===== config.mk =====
export PLATFORM = sky130hd
export DESIGN_NAME = can_multiframe_reassembler_core
export DESIGN_NICKNAME = d
export VERILOG_FILES = /design/src/hw/rtl/cmr_pkg.sv /design/src/hw/rtl/cmr_front.sv /design/src/hw/rtl/cmr_fifo.sv /design/src/hw/rtl/cmr_back.sv /design/src/hw/rtl/can_multiframe_reassembler_core.sv
export SDC_FILE = /design/constraint.sdc
export NUM_CORES = 1
export LEC_CHECK = 0
export BUFFER_PORTS_ARGS = -buffer_cell sky130_fd_sc_hd__buf_2
export CORE_ASPECT_RATIO = 1.75
export CORE_UTILIZATION = 45
export CTS_CLUSTER_DIAMETER = 40
export CTS_CLUSTER_SIZE = 30
export DETAILED_ROUTE_END_ITERATION = 7
export SYNTH_ARGS = -nofsm -noshare
export SYNTH_HDL_FRONTEND = slang
export SYNTH_SLANG_ARGS = --single-unit
export TNS_END_PERCENT = 100

===== constraint.sdc =====
create_clock -name aclk -period 8.5 [get_ports aclk]
set_input_delay 1.7 -clock aclk [delete_from_list [all_inputs] [get_ports aclk]]
set_output_delay 1.7 -clock aclk [all_outputs]
set_load 0.02 [all_outputs]

===== src/hw/rtl/cmr_pkg.sv =====
// cmr_pkg: shared constants, status codes and the command record passed from
// the frame classifier to the byte sequencer of the multi-frame reassembler.
// No dependencies.
`timescale 1ns / 1ps
`default_nettype none

package cmr_pkg;

    localparam int MAX_FRAME_DATA    = 8;
    localparam int HDR_BYTES         = 4;
    localparam int MAX_ITEMS         = HDR_BYTES + MAX_FRAME_DATA - 1;
    localparam int ITEM_IDX_W        = $clog2(MAX_ITEMS);
    localparam int CMD_FIFO_DEPTH    = 2;

    localparam int MSG_ID_W          = 7;
    localparam int IDX_W             = 11;
    localparam int DECL_W            = 15;
    localparam int RECV_W            = 16;

    localparam logic [MSG_ID_W-1:0] MSG_ID_RESET   = 7'd117;
    localparam logic [3:0]          VERSION_NIBBLE = 4'h3;
    localparam logic [DECL_W-1:0]   MIN_DECL_LEN   = 15'd3;
    localparam logic [DECL_W-1:0]   MAX_DECL_LEN   = 15'd1393;
    localparam logic [IDX_W-1:0]    DGRAM_OVERHEAD = 11'd7;
    localparam logic [IDX_W-1:0]    IDX_MAX        = 11'd2047;

    typedef enum logic [1:0] {
        ST_PROGRESS = 2'd0,
        ST_COMPLETE = 2'd1,
        ST_ERROR    = 2'd2,
        ST_IGNORED  = 2'd3
    } status_t;

    typedef struct packed {
        status_t                         status;
        logic                            has_bytes;
        logic                            first;
        logic [ITEM_IDX_W-1:0]           last_idx;
        logic [IDX_W-1:0]                msg_len;
        logic [MAX_ITEMS-1:0][7:0]       bytes;
    } cmd_t;

endpackage

`default_nettype wire


===== src/hw/rtl/cmr_front.sv =====
// cmr_front: accepts one frame a cycle while the command queue has room, checks it
// against the reception state and turns it into a command record for the byte
// sequencer. Depends on cmr_pkg.
`timescale 1ns / 1ps
`default_nettype none

module cmr_front (
    input  wire logic                          aclk,
    input  wire logic                          aresetn,
    input  wire logic                          cfg_we,
    input  wire logic [cmr_pkg::MSG_ID_W-1:0]  cfg_wdata,
    input  wire logic                          in_valid,
    output logic                               in_ready,
    input  wire logic [31:0]                   frame_ident,
    input  wire logic [3:0]                    frame_len,
    input  wire logic [7:0]                    data_b0,
    input  wire logic [7:0]                    data_b1,
    input  wire logic [7:0]                    data_b2,
    input  wire logic [7:0]                    data_b3,
    input  wire logic [7:0]                    data_b4,
    input  wire logic [7:0]                    data_b5,
    input  wire logic [7:0]                    data_b6,
    input  wire logic [7:0]                    data_b7,
    input  wire logic                          cmd_full,
    output logic                               cmd_push,
    output cmr_pkg::cmd_t                      cmd
);

    logic [cmr_pkg::MSG_ID_W-1:0] msg_id_reg, msg_id_next;
    logic [7:0]                   exp_fn_reg, exp_fn_next;
    logic [cmr_pkg::DECL_W-1:0]   decl_reg, decl_next;
    logic [cmr_pkg::RECV_W-1:0]   recv_reg, recv_next;

    logic                         ignore, base_ok, is_first, first_ok, later_ok, frame_ok;
    logic                         done;
    logic [cmr_pkg::DECL_W-1:0]   dl, decl_new;
    logic [cmr_pkg::RECV_W-1:0]   resid, recv_new;
    logic [3:0]                   exp_len_first, exp_len_later;
    logic [7:0]                   d [cmr_pkg::MAX_FRAME_DATA-1];

    localparam logic [3:0] FULL_LEN = 4'(cmr_pkg::MAX_FRAME_DATA);

    assign in_ready = !cmd_full;
    assign cmd_push = in_valid && in_ready;

    always_comb begin
        d[0] = data_b1;
        d[1] = data_b2;
        d[2] = data_b3;
        d[3] = data_b4;
        d[4] = data_b5;
        d[5] = data_b6;
        d[6] = data_b7;
    end

    always_comb begin
        ignore   = (exp_fn_reg == 8'd0);
        base_ok  = (frame_ident[31:25] == msg_id_reg) && (frame_len >= 4'd2)
                   && (data_b0 == exp_fn_reg);
        is_first = (data_b0 == 8'd1);

        dl            = {data_b3[6:0], data_b2};
        exp_len_first = (dl > cmr_pkg::MIN_DECL_LEN) ? FULL_LEN : (FULL_LEN - 4'd1);
        first_ok      = (data_b1[7:4] == cmr_pkg::VERSION_NIBBLE)
                        && (dl >= cmr_pkg::MIN_DECL_LEN) && (dl <= cmr_pkg::MAX_DECL_LEN)
                        && (frame_len == exp_len_first);

        // residual bytes still owed by the datagram
        resid         = {1'b0, decl_reg} - recv_reg;
        exp_len_later = (resid >= 16'(cmr_pkg::MAX_FRAME_DATA - 1)) ? FULL_LEN
                        : (4'd1 + {1'b0, resid[2:0]});
        later_ok      = (frame_len == exp_len_later);

        frame_ok = base_ok && (is_first ? first_ok : later_ok);
        decl_new = is_first ? dl : decl_reg;
        recv_new = is_first ? ((frame_len == FULL_LEN) ? 16'd4 : 16'd3)
                            : (recv_reg + {12'd0, frame_len} - 16'd1);
        done     = (recv_new == {1'b0, decl_new});
    end

    always_comb begin
        cmd = '0;
        if (ignore) begin
            cmd.status = cmr_pkg::ST_IGNORED;
        end else if (!frame_ok) begin
            cmd.status = cmr_pkg::ST_ERROR;
        end else begin
            cmd.has_bytes = 1'b1;
            cmd.first     = is_first;
            cmd.status    = done ? cmr_pkg::ST_COMPLETE : cmr_pkg::ST_PROGRESS;
            cmd.msg_len   = done ? (cmr_pkg::DGRAM_OVERHEAD + decl_new[cmr_pkg::IDX_W-1:0])
                                 : '0;
            if (is_first) begin
                // 22-bit identifier low byte first, then a zero byte
                cmd.bytes[0] = frame_ident[10:3];
                cmd.bytes[1] = frame_ident[18:11];
                cmd.bytes[2] = {2'b00, frame_ident[24:19]};
                cmd.bytes[3] = 8'd0;
                for (int k = 0; k < cmr_pkg::MAX_FRAME_DATA - 1; k++) begin
                    cmd.bytes[cmr_pkg::HDR_BYTES + k] = d[k];
                end
                cmd.last_idx = cmr_pkg::ITEM_IDX_W'(frame_len + 4'd2);
            end else begin
                for (int k = 0; k < cmr_pkg::MAX_FRAME_DATA - 1; k++) begin
                    cmd.bytes[k] = d[k];
                end
                cmd.last_idx = cmr_pkg::ITEM_IDX_W'(frame_len - 4'd2);
            end
        end
    end

    always_comb begin
        msg_id_next = cfg_we ? cfg_wdata : msg_id_reg;
        exp_fn_next = exp_fn_reg;
        decl_next   = decl_reg;
        recv_next   = recv_reg;
        if (cmd_push && !ignore) begin
            if (!frame_ok || done) begin
                exp_fn_next = 8'd1;
                decl_next   = '0;
                recv_next   = '0;
            end else begin
                exp_fn_next = exp_fn_reg + 8'd1;
                decl_next   = decl_new;
                recv_next   = recv_new;
            end
        end
    end

    always_ff @(posedge aclk) begin
        if (!aresetn) begin
            msg_id_reg <= cmr_pkg::MSG_ID_RESET;
            exp_fn_reg <= 8'd1;
            decl_reg   <= '0;
            recv_reg   <= '0;
        end else begin
            msg_id_reg <= msg_id_next;
            exp_fn_reg <= exp_fn_next;
            decl_reg   <= decl_next;
            recv_reg   <= recv_next;
        end
    end

    a_err_restarts: assert property (@(posedge aclk) disable iff (!aresetn)
        cmd_push && !ignore && !frame_ok |=> exp_fn_reg == 8'd1 && recv_reg == '0)
        else $error("rejected frame did not restart reception");

endmodule

`default_nettype wire


===== src/hw/rtl/cmr_fifo.sv =====
// cmr_fifo: small register queue of command records between the classifier
// and the byte sequencer. Depends on nothing but its parameters.
`timescale 1ns / 1ps
`default_nettype none

module cmr_fifo #(
    parameter int WIDTH = 8,
    parameter int DEPTH = 2
) (
    input  wire logic             aclk,
    input  wire logic             aresetn,
    input  wire logic             push,
    input  wire logic [WIDTH-1:0] din,
    output logic                  full,
    input  wire logic             pop,
    output logic                  valid,
    output logic [WIDTH-1:0]      dout
);

    localparam int PTR_W = (DEPTH > 1) ? $clog2(DEPTH) : 1;
    localparam int CNT_W = $clog2(DEPTH + 1);
    localparam logic [PTR_W-1:0] LAST_PTR = PTR_W'(DEPTH - 1);
    localparam logic [CNT_W-1:0] FULL_CNT = CNT_W'(DEPTH);

    logic [WIDTH-1:0] mem_reg [DEPTH];
    logic [PTR_W-1:0] wr_ptr_reg, wr_ptr_next, rd_ptr_reg, rd_ptr_next;
    logic [CNT_W-1:0] cnt_reg, cnt_next;

    assign full  = (cnt_reg == FULL_CNT);
    assign valid = (cnt_reg != '0);
    assign dout  = mem_reg[rd_ptr_reg];

    always_comb begin
        wr_ptr_next = wr_ptr_reg;
        rd_ptr_next = rd_ptr_reg;
        cnt_next    = cnt_reg;
        if (push) begin
            wr_ptr_next = (wr_ptr_reg == LAST_PTR) ? '0 : wr_ptr_reg + PTR_W'(1);
        end
        if (pop) begin
            rd_ptr_next = (rd_ptr_reg == LAST_PTR) ? '0 : rd_ptr_reg + PTR_W'(1);
        end
        if (push && !pop) begin
            cnt_next = cnt_reg + CNT_W'(1);
        end else if (pop && !push) begin
            cnt_next = cnt_reg - CNT_W'(1);
        end
    end

    always_ff @(posedge aclk) begin
        if (push) begin
            mem_reg[wr_ptr_reg] <= din;
        end
    end

    always_ff @(posedge aclk) begin
        if (!aresetn) begin
            wr_ptr_reg <= '0;
            rd_ptr_reg <= '0;
            cnt_reg    <= '0;
        end else begin
            wr_ptr_reg <= wr_ptr_next;
            rd_ptr_reg <= rd_ptr_next;
            cnt_reg    <= cnt_next;
        end
    end

    a_no_overflow: assert property (@(posedge aclk) disable iff (!aresetn)
        push |-> !full)
        else $error("command queue overflow");

    a_no_underflow: assert property (@(posedge aclk) disable iff (!aresetn)
        pop |-> valid)
        else $error("command queue underflow");

endmodule

`default_nettype wire


===== src/hw/rtl/cmr_back.sv =====
// cmr_back: byte sequencer; takes command records from the queue and plays
// them out as result items, one a cycle unless the output stalls, through an
// output register. Depends on cmr_pkg.
`timescale 1ns / 1ps
`default_nettype none

module cmr_back (
    input  wire logic                        aclk,
    input  wire logic                        aresetn,
    input  wire logic                        cmd_valid,
    input  wire cmr_pkg::cmd_t               cmd,
    output logic                             cmd_pop,
    output logic                             out_valid,
    input  wire logic                        out_ready,
    output logic [7:0]                       out_byte,
    output logic                             byte_valid,
    output logic [cmr_pkg::IDX_W-1:0]        byte_index,
    output cmr_pkg::status_t                 frame_status,
    output logic [cmr_pkg::IDX_W-1:0]        message_length,
    output logic                             last_of_run
);

    cmr_pkg::cmd_t                   cur_reg, cur_next;
    logic                            active_reg, active_next;
    logic [cmr_pkg::ITEM_IDX_W-1:0]  cnt_reg, cnt_next;
    logic [cmr_pkg::IDX_W-1:0]       wp_reg, wp_next;

    logic                            m_valid_reg, m_valid_next;
    logic [7:0]                      byte_reg, byte_next;
    logic                            bvalid_reg, bvalid_next;
    logic [cmr_pkg::IDX_W-1:0]       index_reg, index_next;
    cmr_pkg::status_t                status_reg, status_next;
    logic [cmr_pkg::IDX_W-1:0]       mlen_reg, mlen_next;
    logic                            last_reg, last_next;

    logic out_free, item_last, emit, load;

    assign out_free  = !m_valid_reg || out_ready;
    assign item_last = !cur_reg.has_bytes || (cnt_reg == cur_reg.last_idx);
    assign emit      = out_free && active_reg;
    // fetch the next record while the final item of this one goes out
    assign load      = out_free && (!active_reg || item_last) && cmd_valid;
    assign cmd_pop   = load;

    always_comb begin
        cur_next     = cur_reg;
        active_next  = active_reg;
        cnt_next     = cnt_reg;
        wp_next      = wp_reg;
        m_valid_next = m_valid_reg;
        byte_next    = byte_reg;
        bvalid_next  = bvalid_reg;
        index_next   = index_reg;
        status_next  = status_reg;
        mlen_next    = mlen_reg;
        last_next    = last_reg;

        if (emit) begin
            m_valid_next = 1'b1;
            bvalid_next  = cur_reg.has_bytes;
            byte_next    = cur_reg.has_bytes ? cur_reg.bytes[cnt_reg] : 8'd0;
            index_next   = cur_reg.has_bytes ? wp_reg : '0;
            status_next  = item_last ? cur_reg.status : cmr_pkg::ST_PROGRESS;
            mlen_next    = item_last ? cur_reg.msg_len : '0;
            last_next    = item_last;
            cnt_next     = cnt_reg + cmr_pkg::ITEM_IDX_W'(1);
            if (cur_reg.has_bytes && (wp_reg != cmr_pkg::IDX_MAX)) begin
                wp_next = wp_reg + cmr_pkg::IDX_W'(1);
            end
            if (item_last) begin
                active_next = 1'b0;
            end
        end else if (out_free) begin
            m_valid_next = 1'b0;
        end

        if (load) begin
            cur_next    = cmd;
            active_next = 1'b1;
            cnt_next    = '0;
            if (cmd.has_bytes && cmd.first) begin
                wp_next = '0;
            end
        end
    end

    always_ff @(posedge aclk) begin
        if (!aresetn) begin
            active_reg  <= 1'b0;
            cnt_reg     <= '0;
            wp_reg      <= '0;
            m_valid_reg <= 1'b0;
        end else begin
            active_reg  <= active_next;
            cnt_reg     <= cnt_next;
            wp_reg      <= wp_next;
            m_valid_reg <= m_valid_next;
        end
    end

    always_ff @(posedge aclk) begin
        cur_reg    <= cur_next;
        byte_reg   <= byte_next;
        bvalid_reg <= bvalid_next;
        index_reg  <= index_next;
        status_reg <= status_next;
        mlen_reg   <= mlen_next;
        last_reg   <= last_next;
    end

    assign out_valid      = m_valid_reg;
    assign out_byte       = byte_reg;
    assign byte_valid     = bvalid_reg;
    assign byte_index     = index_reg;
    assign frame_status   = status_reg;
    assign message_length = mlen_reg;
    assign last_of_run    = last_reg;

    a_byte_status: assert property (@(posedge aclk) disable iff (!aresetn)
        m_valid_reg && bvalid_reg |->
            status_reg != cmr_pkg::ST_ERROR && status_reg != cmr_pkg::ST_IGNORED)
        else $error("data byte carries error or ignored status");

    a_mid_item_clean: assert property (@(posedge aclk) disable iff (!aresetn)
        m_valid_reg && !last_reg |-> status_reg == cmr_pkg::ST_PROGRESS && mlen_reg == '0)
        else $error("non-final item carries status or length");

endmodule

`default_nettype wire


===== src/hw/rtl/can_multiframe_reassembler_core.sv =====
// can_multiframe_reassembler_core: top level; frame classifier, command queue
// and byte sequencer. Depends on cmr_pkg, cmr_front, cmr_fifo, cmr_back.
// A frame's first result item goes through the command queue, the current record
// register and the output register. Throughput: one result item per cycle while
// m_tready allows; a frame gives 1 to 11 result items. Frames are accepted one per
// cycle while the command queue has room.
// Reset: aresetn synchronous active low; expects frame 1, message id 117, queue empty.
`timescale 1ns / 1ps
`default_nettype none

module can_multiframe_reassembler_core #(
    parameter int FIFO_DEPTH = cmr_pkg::CMD_FIFO_DEPTH
) (
    input  wire logic                         aclk,
    input  wire logic                         aresetn,
    input  wire logic                         cfg_we,
    input  wire logic [cmr_pkg::MSG_ID_W-1:0] cfg_wdata,
    input  wire logic                         s_tvalid,
    output logic                              s_tready,
    // frame_ident[31:0] frame_len[35:32] data_b0[43:36] .. data_b7[99:92], zero pad
    input  wire logic [103:0]                 s_tdata,
    output logic                              m_tvalid,
    input  wire logic                         m_tready,
    // out_byte[7:0] byte_index[18:8] message_length[29:19], zero pad
    output logic [31:0]                       m_tdata,
    // byte_valid[0] frame_status[2:1]
    output logic [2:0]                        m_tuser,
    output logic                              m_tlast
);

    cmr_pkg::cmd_t     push_cmd, pop_cmd;
    logic              cmd_push, cmd_pop, cmd_full, cmd_valid;
    logic [7:0]        out_byte;
    logic              byte_valid;
    logic [10:0]       byte_index, message_length;
    cmr_pkg::status_t  frame_status;

    cmr_front u_front (
        .aclk        (aclk),
        .aresetn     (aresetn),
        .cfg_we      (cfg_we),
        .cfg_wdata   (cfg_wdata),
        .in_valid    (s_tvalid),
        .in_ready    (s_tready),
        .frame_ident (s_tdata[31:0]),
        .frame_len   (s_tdata[35:32]),
        .data_b0     (s_tdata[43:36]),
        .data_b1     (s_tdata[51:44]),
        .data_b2     (s_tdata[59:52]),
        .data_b3     (s_tdata[67:60]),
        .data_b4     (s_tdata[75:68]),
        .data_b5     (s_tdata[83:76]),
        .data_b6     (s_tdata[91:84]),
        .data_b7     (s_tdata[99:92]),
        .cmd_full    (cmd_full),
        .cmd_push    (cmd_push),
        .cmd         (push_cmd)
    );

    cmr_fifo #(
        .WIDTH ($bits(cmr_pkg::cmd_t)),
        .DEPTH (FIFO_DEPTH)
    ) u_fifo (
        .aclk    (aclk),
        .aresetn (aresetn),
        .push    (cmd_push),
        .din     (push_cmd),
        .full    (cmd_full),
        .pop     (cmd_pop),
        .valid   (cmd_valid),
        .dout    (pop_cmd)
    );

    cmr_back u_back (
        .aclk           (aclk),
        .aresetn        (aresetn),
        .cmd_valid      (cmd_valid),
        .cmd            (pop_cmd),
        .cmd_pop        (cmd_pop),
        .out_valid      (m_tvalid),
        .out_ready      (m_tready),
        .out_byte       (out_byte),
        .byte_valid     (byte_valid),
        .byte_index     (byte_index),
        .frame_status   (frame_status),
        .message_length (message_length),
        .last_of_run    (m_tlast)
    );

    assign m_tdata = {2'b00, message_length, byte_index, out_byte};
    assign m_tuser = {frame_status, byte_valid};

endmodule

`default_nettype wire

== Word-level counts from Yosys, hierarchy flattened ==
Memories as Yosys holds them, arrays and structs flattened. A register that Yosys moved wholly into a read port is not among the register bits.
Cells that the tools add are included.

* Register bits: 207
* Bits in latches: 0
* Bits in writable memories: 214
* Bits in read-only memories: 0
* Input bits: 116
* Output and inout port bits: 38
* Word-level logic and storage cells: 137
* Memories: 1

* $add $sub $neg: 14
* $mul: 0
* Div/mod/pow operators: 0
* Magnitude comparators: 6
* Equal/unequal tests: 11
* Shift operators: 0
* Muxes and demuxes: 37
* Bitwise gates (word level): 1
* Reductions and logical operators: 35

{| class="wikitable"
|+ Memory list
! name !! words !! width !! read ports !! clocked after Yosys merged registers in !! wr ports !! RTL line !! RTL
|-
| u_fifo.mem_reg || 2 || 107 || 1 || 1 || 1 || cmr_fifo.sv:25 || <nowiki>logic [WIDTH-1:0] mem_reg [DEPTH];</nowiki>
|}

{| class="wikitable"
|+ Operators by type and width
! kind !! number
|-
| $mux W105 || 2
|-
| $mux W56 || 1
|-
| $mux W11 || 5
|-
| $bmux W8 S4 || 1
|-
| $mux W16 || 2
|-
| $mux W32 || 1
|-
| $mux W15 || 2
|-
| $add A16 B4 Y16 || 1
|-
| $eq A16 B15 Y1 || 1
|-
| $ge A16 B3 Y1 const B || 1
|-
| $mux W8 || 2
|-
| $sub A15 B16 Y16 || 1
|-
| $sub A16 B1 Y16 const B || 1
|-
| $ge A15 B2 Y1 const B || 1
|-
| $gt A15 B2 Y1 const B || 1
|-
| $le A15 B11 Y1 const B || 1
|-
| $logic_and A1 B1 Y1 || 15
|-
| $mux W1 || 13
|-
| $eq A4 B4 Y1 || 3
|-
| $mux W4 || 3
|-
| $add A11 B1 Y11 const B || 1
|-
| $add A3 B11 Y11 const A || 1
|-
| $ne A11 B11 Y1 const B || 1
|-
| $reduce_bool A2 Y1 || 5
|-
| other kinds (24) || 38
|}

== Logic depth before layout (Yosys ltp) ==
* Depth after elaboration: 9
* Depth in mapped cells: 17
* Gate-level depth less buffers: 15

== Modules after synthesis ==
Synthesis repeated with hierarchy kept, for this count alone.

* Cell total of the unflattened synthesis: 1596
* Area total of the unflattened synthesis: 20188.1 um2

{| class="wikitable"
|+ By module, submodules not included
! module !! instances !! cells each !! area an instance (um2) !! seq. area each (um2)
|-
| cmr_fifo || 1 || 355 || 8054.0 || 6526.3
|-
| cmr_front || 1 || 894 || 6100.9 || 920.9
|-
| cmr_back || 1 || 343 || 6007.0 || 4544.4
|-
| can_multiframe_reassembler_core || 1 || 4 || 26.3 || 0.0
|}

== Worst setup path after synthesis ==
OpenSTA, ideal clock, no wires.

* Path type: input port to flip-flop
* Start: input port s_tvalid
* End: memory u_fifo.mem_reg[0][0] in the netlist's numbering, enable pin
* Setup time: 575 ps
* Data arrival time: 6272 ps
* Data required time: 7925 ps
* Path slack: 1652 ps
* Cell stages on the path: 2
* Buffers on the path: 0
* Cells stage by stage: nand2_1 -> nor2_1

* Longest elaborated chain between the ends: 3

{| class="wikitable"
|+ Ends and longest elaborated chain
! item !! RTL line !! RTL
|-
| start: declaration || can_multiframe_reassembler_core.sv:18 || <nowiki>input wire logic s_tvalid,</nowiki>
|-
| $logic_and A1 B1 Y1 || cmr_front.sv:44 || <nowiki>assign cmd_push = in_valid && in_ready;</nowiki>
|-
| $mux W1 || cmr_fifo.sv:51 || <nowiki>if (push) begin</nowiki>
|-
| $mux W1 (implied by the code) || cmr_fifo.sv:52 || <nowiki>mem_reg[wr_ptr_reg] <= din;</nowiki>
|-
| end: declaration || cmr_fifo.sv:25 ||
|}

No other way between the ends.

==> flow_metrics.env <==
export IMPL_via_count_of_the_first_global_routing_pass=13014
export IMPL_timing_hold_worst_class="flop to flop"
export IMPL_power_density_nw_per_um2=270.4
export IMPL_critical_path_slowest_stage_cell="sky130_fd_sc_hd__nand4_1"
export IMPL_clock_tree_from_tritoncts="yes"
export IMPL_period_utilization_post_route_pct=69.77
export IMPL_initialDrtViolationCount=901
export IMPL_hold_ws_ns=0.4760
export IMPL_crit_path_start_kind="primary input"
export IMPL_detail_route_drc_violations=0
export IMPL_h_tree_level_count=2
export IMPL_netlist_area_um2=19580
export IMPL_rsz_0062_raised_after_global_routing="no"
export IMPL_tightest_slew_ns=1.203
export IMPL_max_capacitance_violation_total=0
export IMPL_post_route_cell_area_um2=22070
export IMPL_ys_warnings_count=0
export IMPL_placed_inst_area_um2=20860
export IMPL_detailedRoute_firstPassIterationCount=5
export IMPL_internal_power_mw=4.205
export IMPL_crit_path_cell_trace="buf_2, inv_1, ha_1, inv_1, ha_1, fa_1, a211oi_1, o21ai_0, a21oi_1, nand2b_1, a21oi_1, xnor2_1, o41ai_1, nand4_1, nor3b_1"
export IMPL_worstPathRequired_ns=8.83
export IMPL_die_x_um=159.7
export IMPL_cp_slowest_stage_delay_ns=0.71
export IMPL_ctsLongestPathBuffers=3
export IMPL_synth_edf_count=354
export IMPL_path_clk_slew_ns=0.07
export IMPL_logic_gate_share_of_total_power_pct=20.8
export IMPL_yosys_most_used_dff="sky130_fd_sc_hd__edfxtp_1"
export IMPL_final_layout_size_suffix_gt1_share_pct=22.44
export IMPL_fin_total_pwr_mw=5.968
export IMPL_fp_dieArea_um2=44370
export IMPL_finalWorstPathRequiredPeriod_ns=5.931
export IMPL_detail_route_antenna_nets=0
export IMPL_detail_route_vias_per_cell=5.639
export IMPL_cts_num_sinks=422
export IMPL_numCtsBuffers=37
export IMPL_synth_avg_cell_area_um2=12.74
export IMPL_run_status="complete, no violations"
export IMPL_drv_slew=0
export IMPL_setup_worst_path_end_class="flop"
export IMPL_synthDistinctLibCells=67
export IMPL_rows=100
export IMPL_netlist_instances=1537
export IMPL_area_growth_pct=12.75
export IMPL_number_of_antenna_violations_at_the_first_check_in_global_routing=1
export IMPL_routed_len_inst_um=23.07
export IMPL_worst_r2r_setup_slack_ns=3.53
export IMPL_final_cell_utilization_of_the_core_pct=51.73
export IMPL_fp_dieH_um=277.9
export IMPL_pwr_share_seq_pct=51.0
export IMPL_cts_setup_buffers=0
export IMPL_power_static_leakage_nw=8.044
export IMPL_io_pins=154
export IMPL_antenna_diode_count=0
export IMPL_global_route_wire_length_before_repair_um=77920
export IMPL_power_net_switching_mw=1.763
export IMPL_slew_headroom_pct=19.81
export IMPL_initial_core_util_pct=45.88
export IMPL_num_vias=12688
export IMPL_globalRouteOverflowTotal=0
export IMPL_hold_violations=0
export IMPL_post_cts_resized_instances=0
export IMPL_buffer_ports_inserted=144
export IMPL_postSynth_asyncResetShare_pct=0
export IMPL_max_clock_freq_mhz=168.6
export IMPL_total_of_hold_buffers_inserted_after_clock_tree_synthesis=0
export IMPL_ir_worst_vdd_uv=201.6
export IMPL_worst_setup_path_type="primary input to flop"
export IMPL_setup_violations=0
export IMPL_arrival_ns=6.26
export IMPL_clock_skew_final_ns=0.02718
export IMPL_grt_start_max_net_pins=66
export IMPL_switching_share_pct=29.55
export IMPL_clkLatencyLatePin_ns=0.55
export IMPL_final_setup_tns_ns=0
export IMPL_cts_root_buffer_cell="sky130_fd_sc_hd__clkbuf_16"
export IMPL_routabilityCongestion=1.006
export IMPL_place_hpwl_um=36990
export IMPL_grtUsageTotal_pct=23.55
export IMPL_synth_seq_cells=422
export IMPL_fp_coreArea_um2=42670
export IMPL_largest_register_ffs=214
export IMPL_clkPwrFrac_pct=28.3
export IMPL_worstPathMaxFanout=12
export IMPL_drt_total_wl_um=51910
export IMPL_final_nets=1821
export IMPL_seq_area_frac_synth_pct=61.26
## per-layer routing
layer	vias up	GRT usage (%)	part of all wire (%)
li1	5928	-	-
met5	-	0	0.027
met1	6312	24.97	36
met2	336	45.50	55
met3	110	2.916	4.2
met4	2	10.95	4.7
## kinds of logic (layout without fill, tap and decap cells)
group	Yosys count	count (layout)	synth area share, %
multiplexers	156	156	9.696
adder cells (fa/ha/maj)	44	44	2.889
flip-flops	422	422	61.26
AND/OR/NAND/NOR	443	443	11.28
buffers and inverters	130	281	2.672
XOR/XNOR	79	79	3.611
AO/OA/AOI/OAI	262	262	8.571
other	1	2	0.01916
## final timing paths
kind / startpoint / endpoint / cells after the start
setup / recovery: s_tdata[33] / u_fifo.mem_reg[0][88]$_DFFE_PP_ / 15
hold / removal: u_front.recv_reg[6]$_SDFFE_PN0P_ / u_front.recv_reg[6]$_SDFFE_PN0P_ / 2
setup reg to reg: u_front.recv_reg[1]$_SDFFE_PN0P_ / u_fifo.mem_reg[0][88]$_DFFE_PP_ / 14
hold reg to reg: u_front.recv_reg[6]$_SDFFE_PN0P_ / u_front.recv_reg[6]$_SDFFE_PN0P_ / 2
## layout by cell type (no fill, tap or decap), types with 6 or more instances in the layout
master,Yosys,layout
sky130_fd_sc_hd__a21oi_1,94,94
sky130_fd_sc_hd__nor3_1,26,25
sky130_fd_sc_hd__xnor2_1,39,39
sky130_fd_sc_hd__o22ai_1,17,17
sky130_fd_sc_hd__a21o_1,14,14
sky130_fd_sc_hd__nand2_1,167,166
sky130_fd_sc_hd__mux2_2,109,109
sky130_fd_sc_hd__inv_1,50,49
sky130_fd_sc_hd__a211oi_1,6,6
sky130_fd_sc_hd__o31ai_1,13,13
sky130_fd_sc_hd__dfxtp_1,68,67
sky130_fd_sc_hd__o211ai_1,17,17
sky130_fd_sc_hd__clkbuf_16,0,37
sky130_fd_sc_hd__o21ai_0,35,35
sky130_fd_sc_hd__nor4_1,9,8
sky130_fd_sc_hd__ha_1,42,42
sky130_fd_sc_hd__nor2_1,50,48
sky130_fd_sc_hd__and3_1,9,8
sky130_fd_sc_hd__mux2i_1,31,31
sky130_fd_sc_hd__a31oi_1,6,6
sky130_fd_sc_hd__nand4_1,18,18
sky130_fd_sc_hd__and2_1,72,70
sky130_fd_sc_hd__nand3_1,28,28
sky130_fd_sc_hd__nand2b_1,14,14
sky130_fd_sc_hd__buf_4,3,20
sky130_fd_sc_hd__mux4_2,16,16
sky130_fd_sc_hd__edfxtp_1,354,354
sky130_fd_sc_hd__nor3b_1,15,15
sky130_fd_sc_hd__o21a_1,7,7
sky130_fd_sc_hd__xor2_1,39,39
sky130_fd_sc_hd__a21oi_2,9,9
sky130_fd_sc_hd__buf_2,13,144
sky130_fd_sc_hd__a21boi_0,13,13
sky130_fd_sc_hd__nor2b_1,13,13
## worst max-delay path, delay by kind of cell
family,cells,cell delay (ns)
xor gates and xnor gates,1,0.17
and+or+nand+nor,3,1.34
adders and majority gates,3,0.94
AOI/OAI and AO/OA,5,1.78
buffers and inverters,3,0.31
## cell usage after synthesis, types with 9 or more instances
cell type | count | area share (%)
sky130_fd_sc_hd__inv_1 | 50 | 0.96
sky130_fd_sc_hd__o22ai_1 | 17 | 0.54
sky130_fd_sc_hd__nor3_1 | 26 | 0.66
sky130_fd_sc_hd__nor2b_1 | 13 | 0.42
sky130_fd_sc_hd__a21o_1 | 14 | 0.54
sky130_fd_sc_hd__nor4_1 | 9 | 0.29
sky130_fd_sc_hd__o31ai_1 | 13 | 0.50
sky130_fd_sc_hd__nand2_1 | 167 | 3.2
sky130_fd_sc_hd__nand3_1 | 28 | 0.72
sky130_fd_sc_hd__a21oi_2 | 9 | 0.40
sky130_fd_sc_hd__mux2_2 | 109 | 6.3
sky130_fd_sc_hd__nand4_1 | 18 | 0.58
sky130_fd_sc_hd__dfxtp_1 | 68 | 7.0
sky130_fd_sc_hd__o211ai_1 | 17 | 0.65
sky130_fd_sc_hd__clkbuf_1 | 55 | 1.1
sky130_fd_sc_hd__edfxtp_1 | 354 | 54
sky130_fd_sc_hd__xnor2_1 | 39 | 1.7
sky130_fd_sc_hd__and3_1 | 9 | 0.29
sky130_fd_sc_hd__a21boi_0 | 13 | 0.50
sky130_fd_sc_hd__ha_1 | 42 | 2.7
sky130_fd_sc_hd__nand2b_1 | 14 | 0.45
sky130_fd_sc_hd__and2_1 | 72 | 2.3
sky130_fd_sc_hd__xor2_1 | 39 | 1.7
sky130_fd_sc_hd__o21ai_0 | 35 | 0.89
sky130_fd_sc_hd__mux4_2 | 16 | 1.8
sky130_fd_sc_hd__nor3b_1 | 15 | 0.58
sky130_fd_sc_hd__buf_2 | 13 | 0.33
sky130_fd_sc_hd__mux2i_1 | 31 | 1.6
sky130_fd_sc_hd__nor2_1 | 50 | 0.96
sky130_fd_sc_hd__a21oi_1 | 94 | 2.4
## power by group through the flow
| stage | Clock (mW) | Sequential [mW] | Combinational (mW) |
|---|---|---|---|
| global route | 1.79 | 3.09 | 1.33 |
| global placement | 0 | 3.08 | 1.25 |
| detailed placement | 0 | 3.09 | 1.26 |
| CTS | 1.72 | 3.05 | 1.27 |
| floorplan | 0 | 3.08 | 0.826 |
| finish | 1.69 | 3.04 | 1.24 |
## area by class of cell
class | count | area [um^2]
clock buffers | 40 | 937.1
clock inverters | 27 | 272.8
fillers | 3711 | 20590
inverters | 50 | 190.2
multi-input cells | 986 | 7103
flip-flops and latches | 422 | 12000
well taps | 561 | 701.9
repair buffers | 164 | 870.8
## per-stage QoR
stage,worst slack [ns],cells
finish,2.569,2250
global route,2.306,2250
CTS,2.617,2250
detailed placement,2.114,2183
global placement,2.111,2183
floorplan,1.652,1538
Power figures use the tool's default switching activity.
